<file path="config.mk">
export PLATFORM = sky130hd
export DESIGN_NAME = fifo_sjf_rr_job_scheduler
export DESIGN_NICKNAME = d
export VERILOG_FILES = /design/src/sv/fsjs_pkg.sv /design/src/sv/fifo_sjf_rr_job_scheduler.sv /design/src/sv/fsjs_job_ram.sv /design/src/sv/fsjs_picker.sv
export VERILOG_INCLUDE_DIRS = /design/src /design/src/sv
export SDC_FILE = /design/constraint.sdc
export NUM_CORES = 1
export LEC_CHECK = 0
export BUFFER_PORTS_ARGS = -buffer_cell sky130_fd_sc_hd__buf_2
export CAP_MARGIN = 10
export CORE_UTILIZATION = 60
export CTS_CLUSTER_SIZE = 20
export DETAILED_ROUTE_END_ITERATION = 12
export PLACE_DENSITY = 0.89
export SYNTH_ARGS = -nofsm -noshare
export SYNTH_HDL_FRONTEND = slang
export SYNTH_SLANG_ARGS = --single-unit
</file>
<file path="constraint.sdc">
create_clock -name clk -period 15.5 [get_ports clk]
set_clock_uncertainty 0.15 [all_clocks]
set_input_delay 0.775 -clock clk [delete_from_list [all_inputs] [get_ports clk]]
set_output_delay 0.775 -clock clk [all_outputs]
set_load 0.01 [all_outputs]
</file>
<file path="src/sv/fifo_sjf_rr_job_scheduler_macros.svh">
// ----------------------------------------------------------------------------
// Assertion macros for the job scheduler
// Shared implication and next-cycle forms used by the RTL checks.
// ----------------------------------------------------------------------------
`ifndef FIFO_SJF_RR_JOB_SCHEDULER_MACROS_SVH
`define FIFO_SJF_RR_JOB_SCHEDULER_MACROS_SVH

// Same-cycle implication, disabled while in reset
`define FSJS_ASSERT_IMPL(label, clk, rst_n, ante, cons) \
	label: assert property (@(posedge clk) disable iff (!rst_n) (ante) |-> (cons)) \
		else $error("scheduler check failed");

// Next-cycle implication, disabled while in reset
`define FSJS_ASSERT_NEXT(label, clk, rst_n, ante, cons) \
	label: assert property (@(posedge clk) disable iff (!rst_n) (ante) |=> (cons)) \
		else $error("scheduler check failed");

`endif

</file>
<file path="src/sv/fsjs_pkg.sv">
// ----------------------------------------------------------------------------
// fsjs_pkg
// Types, codes and sizes shared by the job scheduler modules.
// ----------------------------------------------------------------------------
package fsjs_pkg;

	// Table size and derived widths
	localparam int MAX_JOBS = 16;
	localparam int SLOT_W   = (MAX_JOBS > 1) ? $clog2(MAX_JOBS) : 1;
	localparam int CNT_W    = $clog2(MAX_JOBS + 1);
	localparam logic [SLOT_W-1:0] LAST_SLOT = SLOT_W'(MAX_JOBS - 1);
	localparam logic [CNT_W-1:0]  FULL_CNT  = CNT_W'(MAX_JOBS);

	// Actions
	localparam logic [1:0] ACT_LOAD  = 2'd0;
	localparam logic [1:0] ACT_RUN   = 2'd1;
	localparam logic [1:0] ACT_CLEAR = 2'd2;

	// Policies (code three behaves as first in first out)
	localparam logic [1:0] POL_FIFO = 2'd0;
	localparam logic [1:0] POL_SJF  = 2'd1;
	localparam logic [1:0] POL_RR   = 2'd2;

	// Result status codes
	localparam logic [2:0] STS_LOADED   = 3'd0;
	localparam logic [2:0] STS_REJECTED = 3'd1;
	localparam logic [2:0] STS_RAN      = 3'd2;
	localparam logic [2:0] STS_NONE     = 3'd3;
	localparam logic [2:0] STS_CLEARED  = 3'd4;

	// Configuration register indexes
	localparam int CFG_IDX_W = 1;
	localparam logic [CFG_IDX_W-1:0] CFG_POLICY = 1'd0;
	localparam logic [CFG_IDX_W-1:0] CFG_SLICE  = 1'd1;

	// One stored job
	typedef struct packed {
		logic [7:0]  id;
		logic [15:0] length;
		logic [15:0] arrival;
	} entry_t;

	// Scan beat towards the picker
	typedef struct packed {
		logic              start;
		logic              step;
		logic              vld;
		logic [SLOT_W-1:0] slot;
	} pick_ctl_t;

	// Best job found so far
	typedef struct packed {
		logic              found;
		logic [SLOT_W-1:0] slot;
		entry_t            entry;
	} pick_res_t;

	// One result beat
	typedef struct packed {
		logic [2:0]  status;
		logic [7:0]  job_id;
		logic [15:0] run_length;
		logic [31:0] start_time;
		logic [31:0] finish_time;
		logic        job_completed;
		logic [4:0]  jobs_waiting;
	} res_t;

	typedef enum logic [2:0] {
		ST_IDLE,
		ST_LOAD_SCAN,
		ST_RUN_SCAN,
		ST_RUN_DRAIN,
		ST_RUN_EXEC,
		ST_RESULT
	} state_t;

endpackage

</file>
<file path="src/sv/fifo_sjf_rr_job_scheduler.sv">
// ----------------------------------------------------------------------------
// fifo_sjf_rr_job_scheduler
// Job table with first in first out, shortest job first and round robin
// selection; one result beat per input beat.
// ----------------------------------------------------------------------------
// Channel   Direction  Handshake               Payload
// in        sink       in_valid / in_ready     action, job_length
// out       source     out_valid / out_ready   status, job_id, run_length,
//                                              start_time, finish_time,
//                                              job_completed, jobs_waiting
// cfg       sink       cfg_valid / cfg_ready   cfg_index, cfg_data
//
// Run: the job RAM read port visits one slot per cycle.
// Load walks the valid bits to the first free slot.
// Clear, rejected loads and ignored actions go straight to the result state.
// Reset clears all valid bits at once; no clearing pass runs over the RAM.
// One result beat waits in the output register while the next item is taken.
// ----------------------------------------------------------------------------
`include "fifo_sjf_rr_job_scheduler_macros.svh"

module fifo_sjf_rr_job_scheduler import fsjs_pkg::*; (
	input  logic                 clk,
	input  logic                 arst_n,
	input  logic                 in_valid,
	output logic                 in_ready,
	input  logic [1:0]           action,
	input  logic [15:0]          job_length,
	output logic                 out_valid,
	input  logic                 out_ready,
	output logic [2:0]           status,
	output logic [7:0]           job_id,
	output logic [15:0]          run_length,
	output logic [31:0]          start_time,
	output logic [31:0]          finish_time,
	output logic                 job_completed,
	output logic [4:0]           jobs_waiting,
	input  logic                 cfg_valid,
	output logic                 cfg_ready,
	input  logic [CFG_IDX_W-1:0] cfg_index,
	input  logic [15:0]          cfg_data
);

	state_t              state_q, state_d;
	logic [1:0]          policy_q;
	logic [15:0]         slice_q;
	logic [31:0]         elapsed_q;
	logic [7:0]          next_id_q;
	logic [15:0]         next_arr_q;
	logic [CNT_W-1:0]    held_q;
	logic [MAX_JOBS-1:0] valid_q;
	logic [SLOT_W-1:0]   scan_q;
	logic [15:0]         len_q;
	res_t                res_q;
	res_t                out_q;
	logic                out_valid_q;
	logic                step_s1;
	logic                vld_s1;
	logic [SLOT_W-1:0]   slot_s1;

	logic                accept;
	logic                out_free;
	logic                rd_en;
	logic                wr_en;
	logic [SLOT_W-1:0]   wr_addr;
	entry_t              wr_data;
	entry_t              rd_data;
	pick_ctl_t           pick_ctl;
	pick_res_t           best;
	logic [15:0]         quantum;
	logic [15:0]         run_len;
	logic [15:0]         rem_left;
	logic [32:0]         sum;
	logic [31:0]         finish;
	logic                done;

	assign accept    = in_valid && in_ready;
	assign out_free  = !out_valid_q || out_ready;
	assign cfg_ready = 1'b1;

	// Work out the run of the chosen job
	always_comb begin
		quantum  = (slice_q == 16'd0) ? 16'd1 : slice_q;
		if ((policy_q == POL_RR) && (best.entry.length > quantum)) begin
			run_len = quantum;
		end else begin
			run_len = best.entry.length;
		end
		rem_left = best.entry.length - run_len;
		sum      = {1'b0, elapsed_q} + {17'd0, run_len};
		finish   = sum[32] ? 32'hFFFF_FFFF : sum[31:0];
		done     = rem_left == 16'd0;
	end

	// Next state, handshake and RAM controls
	always_comb begin
		state_d  = state_q;
		in_ready = 1'b0;
		rd_en    = 1'b0;
		wr_en    = 1'b0;
		wr_addr  = scan_q;
		wr_data  = '{id: next_id_q, length: len_q, arrival: next_arr_q};
		unique case (state_q)
			ST_IDLE: begin
				in_ready = 1'b1;
				if (in_valid) begin
					unique case (action)
						ACT_LOAD:  state_d = (held_q >= FULL_CNT) ? ST_RESULT : ST_LOAD_SCAN;
						ACT_RUN:   state_d = ST_RUN_SCAN;
						default:   state_d = ST_RESULT;
					endcase
				end
			end
			ST_LOAD_SCAN: begin
				if (!valid_q[scan_q]) begin
					wr_en   = 1'b1;
					state_d = ST_RESULT;
				end
			end
			ST_RUN_SCAN: begin
				rd_en = 1'b1;
				if (scan_q == LAST_SLOT) begin
					state_d = ST_RUN_DRAIN;
				end
			end
			ST_RUN_DRAIN: begin
				state_d = ST_RUN_EXEC;
			end
			ST_RUN_EXEC: begin
				wr_addr = best.slot;
				wr_data = '{id: best.entry.id, length: rem_left, arrival: next_arr_q};
				wr_en   = best.found && !done;
				state_d = ST_RESULT;
			end
			ST_RESULT: begin
				if (out_free) begin
					state_d = ST_IDLE;
				end
			end
			default: state_d = ST_IDLE;
		endcase
	end

	// State register
	always_ff @(posedge clk or negedge arst_n) begin
		if (!arst_n) begin
			state_q <= ST_IDLE;
		end else begin
			state_q <= state_d;
		end
	end

	// Configuration registers
	always_ff @(posedge clk or negedge arst_n) begin
		if (!arst_n) begin
			policy_q <= POL_FIFO;
			slice_q  <= 16'd10;
		end else if (cfg_valid) begin
			case (cfg_index)
				CFG_POLICY: policy_q <= cfg_data[1:0];
				CFG_SLICE:  slice_q  <= cfg_data;
				default:    ;
			endcase
		end
	end

	// Scheduler state: table occupancy, time and counters
	always_ff @(posedge clk or negedge arst_n) begin
		if (!arst_n) begin
			elapsed_q  <= 32'd0;
			next_id_q  <= 8'd0;
			next_arr_q <= 16'd0;
			held_q     <= '0;
			valid_q    <= '0;
			scan_q     <= '0;
			step_s1    <= 1'b0;
		end else begin
			step_s1 <= state_q == ST_RUN_SCAN;
			case (state_q)
				ST_IDLE: begin
					scan_q <= '0;
					if (accept && (action == ACT_CLEAR)) begin
						elapsed_q  <= 32'd0;
						next_id_q  <= 8'd0;
						next_arr_q <= 16'd0;
						held_q     <= '0;
						valid_q    <= '0;
					end
				end
				ST_LOAD_SCAN: begin
					if (!valid_q[scan_q]) begin
						valid_q[scan_q] <= 1'b1;
						next_id_q       <= next_id_q + 8'd1;
						next_arr_q      <= next_arr_q + 16'd1;
						held_q          <= held_q + CNT_W'(1);
					end else begin
						scan_q <= scan_q + SLOT_W'(1);
					end
				end
				ST_RUN_SCAN: begin
					if (scan_q != LAST_SLOT) begin
						scan_q <= scan_q + SLOT_W'(1);
					end
				end
				ST_RUN_EXEC: begin
					if (best.found) begin
						elapsed_q <= finish;
						if (done) begin
							valid_q[best.slot] <= 1'b0;
							held_q             <= held_q - CNT_W'(1);
						end else begin
							next_arr_q <= next_arr_q + 16'd1;
						end
					end
				end
				default: ;
			endcase
		end
	end

	// Scan pipeline beside the RAM read
	always_ff @(posedge clk) begin
		vld_s1  <= valid_q[scan_q];
		slot_s1 <= scan_q;
	end

	// Build the pending result
	always_ff @(posedge clk) begin
		case (state_q)
			ST_IDLE: begin
				if (accept) begin
					len_q <= job_length;
					case (action)
						ACT_LOAD: begin
							res_q <= '{status: STS_REJECTED, job_id: next_id_q,
								run_length: job_length, start_time: 32'd0,
								finish_time: 32'd0, job_completed: 1'b0,
								jobs_waiting: 5'(held_q)};
						end
						ACT_CLEAR: begin
							res_q <= '{status: STS_CLEARED, job_id: 8'd0,
								run_length: 16'd0, start_time: 32'd0,
								finish_time: 32'd0, job_completed: 1'b0,
								jobs_waiting: 5'd0};
						end
						default: begin
							res_q <= '{status: STS_NONE, job_id: 8'd0,
								run_length: 16'd0, start_time: 32'd0,
								finish_time: 32'd0, job_completed: 1'b0,
								jobs_waiting: 5'(held_q)};
						end
					endcase
				end
			end
			ST_LOAD_SCAN: begin
				res_q <= '{status: STS_LOADED, job_id: next_id_q,
					run_length: len_q, start_time: 32'd0,
					finish_time: 32'd0, job_completed: 1'b0,
					jobs_waiting: 5'(held_q + CNT_W'(1))};
			end
			ST_RUN_EXEC: begin
				if (best.found) begin
					res_q <= '{status: STS_RAN, job_id: best.entry.id,
						run_length: run_len, start_time: elapsed_q,
						finish_time: finish, job_completed: done,
						jobs_waiting: done ? 5'(held_q - CNT_W'(1)) : 5'(held_q)};
				end
			end
			default: ;
		endcase
	end

	// Output register
	always_ff @(posedge clk or negedge arst_n) begin
		if (!arst_n) begin
			out_valid_q <= 1'b0;
		end else if ((state_q == ST_RESULT) && out_free) begin
			out_valid_q <= 1'b1;
		end else if (out_ready) begin
			out_valid_q <= 1'b0;
		end
	end

	always_ff @(posedge clk) begin
		if ((state_q == ST_RESULT) && out_free) begin
			out_q <= res_q;
		end
	end

	assign out_valid     = out_valid_q;
	assign status        = out_q.status;
	assign job_id        = out_q.job_id;
	assign run_length    = out_q.run_length;
	assign start_time    = out_q.start_time;
	assign finish_time   = out_q.finish_time;
	assign job_completed = out_q.job_completed;
	assign jobs_waiting  = out_q.jobs_waiting;

	// Picker and table storage
	assign pick_ctl = '{start: accept, step: step_s1, vld: vld_s1, slot: slot_s1};

	fsjs_job_ram u_ram (
		.clk     (clk),
		.wr_en   (wr_en),
		.wr_addr (wr_addr),
		.wr_data (wr_data),
		.rd_en   (rd_en),
		.rd_addr (scan_q),
		.rd_data (rd_data)
	);

	fsjs_picker u_picker (
		.clk      (clk),
		.arst_n   (arst_n),
		.ctl      (pick_ctl),
		.rd_data  (rd_data),
		.policy   (policy_q),
		.next_arr (next_arr_q),
		.best     (best)
	);

	// Occupancy count matches the valid bits
	`FSJS_ASSERT_IMPL(a_held_matches_valid, clk, arst_n, 1'b1, $countones(valid_q) == held_q)
	// No table write while the scan is reading
	`FSJS_ASSERT_IMPL(a_no_write_in_scan, clk, arst_n, state_q == ST_RUN_SCAN, !wr_en)
	// A finished result reaches the output register
	`FSJS_ASSERT_NEXT(a_result_issued, clk, arst_n, (state_q == ST_RESULT) && out_free, out_valid_q)

endmodule

</file>
<file path="src/sv/fsjs_job_ram.sv">
// ----------------------------------------------------------------------------
// fsjs_job_ram
// Job table storage: one write port, one read port, registered read data.
// ----------------------------------------------------------------------------
module fsjs_job_ram import fsjs_pkg::*; (
	input  logic              clk,
	input  logic              wr_en,
	input  logic [SLOT_W-1:0] wr_addr,
	input  entry_t            wr_data,
	input  logic              rd_en,
	input  logic [SLOT_W-1:0] rd_addr,
	output entry_t            rd_data
);

	entry_t mem [MAX_JOBS];

	// Write the entry
	always_ff @(posedge clk) begin
		if (wr_en) begin
			mem[wr_addr] <= wr_data;
		end
	end

	// Registered read, enabled by rd_en
	always_ff @(posedge clk) begin
		if (rd_en) begin
			rd_data <= mem[rd_addr];
		end
	end

endmodule

</file>
<file path="src/sv/fsjs_picker.sv">
// ----------------------------------------------------------------------------
// fsjs_picker
// Keeps the best job seen during a table scan, one entry per beat.
// ----------------------------------------------------------------------------
module fsjs_picker import fsjs_pkg::*; (
	input  logic        clk,
	input  logic        arst_n,
	input  pick_ctl_t   ctl,
	input  entry_t      rd_data,
	input  logic [1:0]  policy,
	input  logic [15:0] next_arr,
	output pick_res_t   best
);

	logic              found_q;
	logic [SLOT_W-1:0] slot_q;
	entry_t            entry_q;
	logic [15:0]       age_q;
	logic [15:0]       age;
	logic              better;
	logic              take;

	// Compare the incoming entry against the best so far
	always_comb begin
		age = next_arr - rd_data.arrival;
		if (policy == POL_SJF) begin
			better = (rd_data.length < entry_q.length) ||
				((rd_data.length == entry_q.length) && (age > age_q));
		end else begin
			better = age > age_q;
		end
		take = ctl.step && ctl.vld && (!found_q || better);
	end

	// Track whether anything has been found
	always_ff @(posedge clk or negedge arst_n) begin
		if (!arst_n) begin
			found_q <= 1'b0;
		end else if (ctl.start) begin
			found_q <= 1'b0;
		end else if (take) begin
			found_q <= 1'b1;
		end
	end

	// Hold the winning entry
	always_ff @(posedge clk) begin
		if (take) begin
			slot_q  <= ctl.slot;
			entry_q <= rd_data;
			age_q   <= age;
		end
	end

	assign best.found = found_q;
	assign best.slot  = slot_q;
	assign best.entry = entry_q;

endmodule
</file>
==> impl_metrics.tcl <==
set metrics [dict create \
    grt_overflow 0 \
    drt_first_pass_iters 8 \
    gp_congestion 0.923 \
    fin_setup_tns_ps 0 \
    maxcap_viol_count 0 \
    reg2reg_slack_ps 7850 \
    min_period_ps 7650 \
    timing.critical_path.to "u_ram.mem[3][20]" \
    placement_rows 98 \
    design.core.area_um2 71600 \
    nets 2895 \
    cts.path.max_buffers 3 \
    post_synth.cell_area_avg_um2 16.9 \
    ys_seq_area_frac 0.707 \
    port_buffer_count 138 \
    final_hold_viol_count 0 \
    timing.hold.worst.class "in -> async" \
    synth_top_cells_by_count "sky130_fd_sc_hd__edfxtp_1 (934), sky130_fd_sc_hd__mux4_2 (205), sky130_fd_sc_hd__nand2_1 (151)" \
    tritoncts.num_buffers 101 \
    detailed_place_hpwl_um 66400 \
    clock_tree_from_tritoncts "built" \
    post_synthesis_instance_area_um2 43500 \
    area_of_the_multi_input_gates_um2 12000 \
    synth_async_sr_flop_share 0.101 \
    initial_utilization 0.608 \
    p_leak_nw 16.9 \
    fin_util 0.683 \
    routed_wl_um 110000 \
    post_cts_buffers 0 \
    floorplan_die_area_um2 73600 \
    p_total_mw 8.70 \
    count_of_h_tree_levels_built_during_cts 3 \
    synth_top_flop_cell "sky130_fd_sc_hd__edfxtp_1" \
    synthesis.instances 2569 \
    worst-endpoint-arrival_ps 7730 \
    globalRouteTotalUtil 0.303 \
    worst_skew_pair.late_latency_ps 690 \
    first_global_vias 25300 \
    antenna_violating_nets_post_route 0 \
    status "finished clean" \
    syn-num-nets 2714 \
    timing.critical_path.to_type "flop" \
    synthDistinctLibCells 79 \
    synthDominantCellAreaShare 0.645 \
    io_pins 140 \
    tightest_slew_ps 1160 \
    chipWidth_um 271 \
    worst_r2r_end "u_ram.mem[3][20]" \
    fraction_of_final_layout_cells_with_drive_strength_greater_than_1 0.221 \
    critical_path.max_fanout 40 \
    grt_start_max_net_pins 76 \
    detail_route.vias_per_cell 6.66 \
    layout-area-overhead-vs-synth_pct 12.4 \
    ir_worst_vdd_mv 0.131 \
    element_type_at_the_critical_path_start "flop" \
    yosys_register_bits 1044 \
    global_route_wire_length_before_repair_um 163000 \
    drc 0 \
    timing.critical_path.from "slice_q[8]" \
    post_cts_sizing_count 0 \
    final.period_utilization 0.493 \
    synth.top_cells.by_area "sky130_fd_sc_hd__edfxtp_1 (64%), sky130_fd_sc_hd__mux4_2 (11%), sky130_fd_sc_hd__dfrtp_1 (5.9%)" \
    power_density_nw_per_um2 178 \
    cts-root-buf "sky130_fd_sc_hd__clkbuf_16" \
    cp.required_ps 15580 \
    final.fill_count 4389 \
    synth_warnings 0 \
    hold_buffer_count_at_cts 0 \
    timing.final.max_slew_violations 0 \
    wl_per_cell_um 29.0 \
    tightest_slew_margin_relative_to_the_limit 0.226 \
    timing_worst_setup_path_type "reg -> reg" \
    yosys.cell_count.top_type "sky130_fd_sc_hd__edfxtp_1" \
    setup-violations-final 0 \
    clock_sink_count 1044 \
    detailroute.via_count 25200 \
    clock.fmax_ghz 0.131 \
    r2r_cells 21 \
    clk_transition_reported_paths_ps 70 \
    rr_startpoint "slice_q[8]" \
    synth_edf_count 934 \
    yosysTopAreaCell "sky130_fd_sc_hd__edfxtp_1" \
    drtIter0Drc 3243 \
    grt_antenna_before_repair 1 \
    grt_setup_unrepaired "no" \
    ff_latch_area_um2 30800 \
    dieHeight_um 271 \
]
-- placed cells by master, fill, tap and decap left out, types with 23 or more instances in the layout --
cell type | synthesis | routed
sky130_fd_sc_hd__mux4_2 | 205 | 205
sky130_fd_sc_hd__and2_1 | 38 | 37
sky130_fd_sc_hd__nor2_1 | 89 | 76
sky130_fd_sc_hd__ha_1 | 102 | 102
sky130_fd_sc_hd__a21oi_1 | 141 | 139
sky130_fd_sc_hd__clkbuf_16 | 0 | 102
sky130_fd_sc_hd__inv_1 | 122 | 122
sky130_fd_sc_hd__edfxtp_1 | 934 | 934
sky130_fd_sc_hd__o21ai_0 | 96 | 95
sky130_fd_sc_hd__dfrtp_1 | 103 | 99
sky130_fd_sc_hd__buf_4 | 3 | 51
sky130_fd_sc_hd__mux2_2 | 33 | 33
sky130_fd_sc_hd__xnor2_1 | 34 | 34
sky130_fd_sc_hd__nand2_1 | 151 | 151
sky130_fd_sc_hd__a21o_1 | 23 | 23
sky130_fd_sc_hd__nand3_1 | 39 | 39
sky130_fd_sc_hd__clkinv_1 | 0 | 25
sky130_fd_sc_hd__buf_2 | 2 | 137
sky130_fd_sc_hd__and3_1 | 28 | 28
-- registers in the layout (all words and copies together), names as in the netlist, 4 cells and up --
signal,count
u_picker.best,24
u_picker.age_q,16
next_id_q,8
jobs_waiting,5
next_arr_q,16
u_ram.mem,640
valid_q,16
res_q,97
len_q,16
held_q,5
run_length,16
u_picker.slot_q,4
scan_q,4
elapsed_q,32
job_id,8
slot_s1,4
finish_time,32
slice_q,16
u_ram.rd_data,40
start_time,32
-- report_power, final --
| group | total, mW | internal, mW | leakage, nW | switching, mW |
|---|---|---|---|---|
| combinational | 2.15 | 0.763 | 5.49 | 1.39 |
| clock | 2.49 | 1.40 | 1.61 | 1.09 |
| sequential | 4.05 | 3.80 | 9.76 | 0.254 |
| total | 8.70 | 5.96 | 16.9 | 2.73 |
-- routing by layer --
metal  vias up  routed length, um  GRT usage
met5         -                 13          0
met4         2               3470     0.0881
met3       275              10300     0.0481
met2      1746              55000      0.509
met1     12700              41200      0.414
li1      10500                  -          -
-- worst min-delay path by stage --
stage	startpoint	slack, ps	endpoint
5_1_grt	arst_n	60	elapsed_q[4]
4_1_cts	arst_n	60	slice_q[15]
6_report	arst_n	10	elapsed_q[1]
2_1_floorplan	scan_q[2]	220	slot_s1[2]
3_5_place_dp	slot_s1[1]	240	u_picker.slot_q[1]
3_3_place_gp	slot_s1[2]	240	u_picker.slot_q[2]
-- cell type report --
class | instances | area share
repair buffers | 189 | 0.0221
clock buffers | 121 | 0.0536
flip-flops and latches | 1044 | 0.629
inverters | 122 | 0.00936
diodes | 1 | 0.0000512
well taps | 950 | 0.0243
multi-input cells | 1292 | 0.246
clock inverters | 70 | 0.0149
-- stage by stage --
step / cells / instance area, um2 / worst slack, ps / hold slack, ps
final: 3789 / 48900 / 7850 / 10.2
after CTS: 3786 / 48900 / 7890 / 56.3
after floorplan: 2569 / 43500 / 7260 / 223
after global placement: 3595 / 45500 / 8140 / 236
after detailed placement: 3595 / 45500 / 7980 / 239
after global routing: 3788 / 48900 / 7570 / 63.5
-- cells by family after synthesis --
kind of cell	count (synthesis)	share of synthesized area
xor gates and xnor gates	51	0.0103
adders and majority gates	105	0.0307
buffers and inverters	233	0.0206
other	1	0.0000862
AOI/OAI and AO/OA	436	0.0643
muxes	239	0.115
and+or+nand+nor	460	0.0519
DFF	1044	0.707
-- critical path, cell delays in order (launching register included) --
cell                        delay [ps]
sky130_fd_sc_hd__dfrtp_1           410
sky130_fd_sc_hd__nor4_1            600
sky130_fd_sc_hd__a41o_1            320
sky130_fd_sc_hd__ha_1              140
sky130_fd_sc_hd__nand4_1            90
sky130_fd_sc_hd__nor4_1            470
sky130_fd_sc_hd__nor4bb_4           90
sky130_fd_sc_hd__buf_4             260
sky130_fd_sc_hd__o21ai_0           530
sky130_fd_sc_hd__ha_1              300
sky130_fd_sc_hd__inv_1              70
sky130_fd_sc_hd__fa_1              420
sky130_fd_sc_hd__a211oi_1          340
sky130_fd_sc_hd__o21ai_1           150
sky130_fd_sc_hd__o21ai_1           200
sky130_fd_sc_hd__nand3_1           150
sky130_fd_sc_hd__a211oi_2          270
sky130_fd_sc_hd__o2111ai_2         300
sky130_fd_sc_hd__or3_4             510
sky130_fd_sc_hd__a31oi_4           200
sky130_fd_sc_hd__buf_4             540
sky130_fd_sc_hd__and3b_2           660
(Power assumes the default switching activity.)
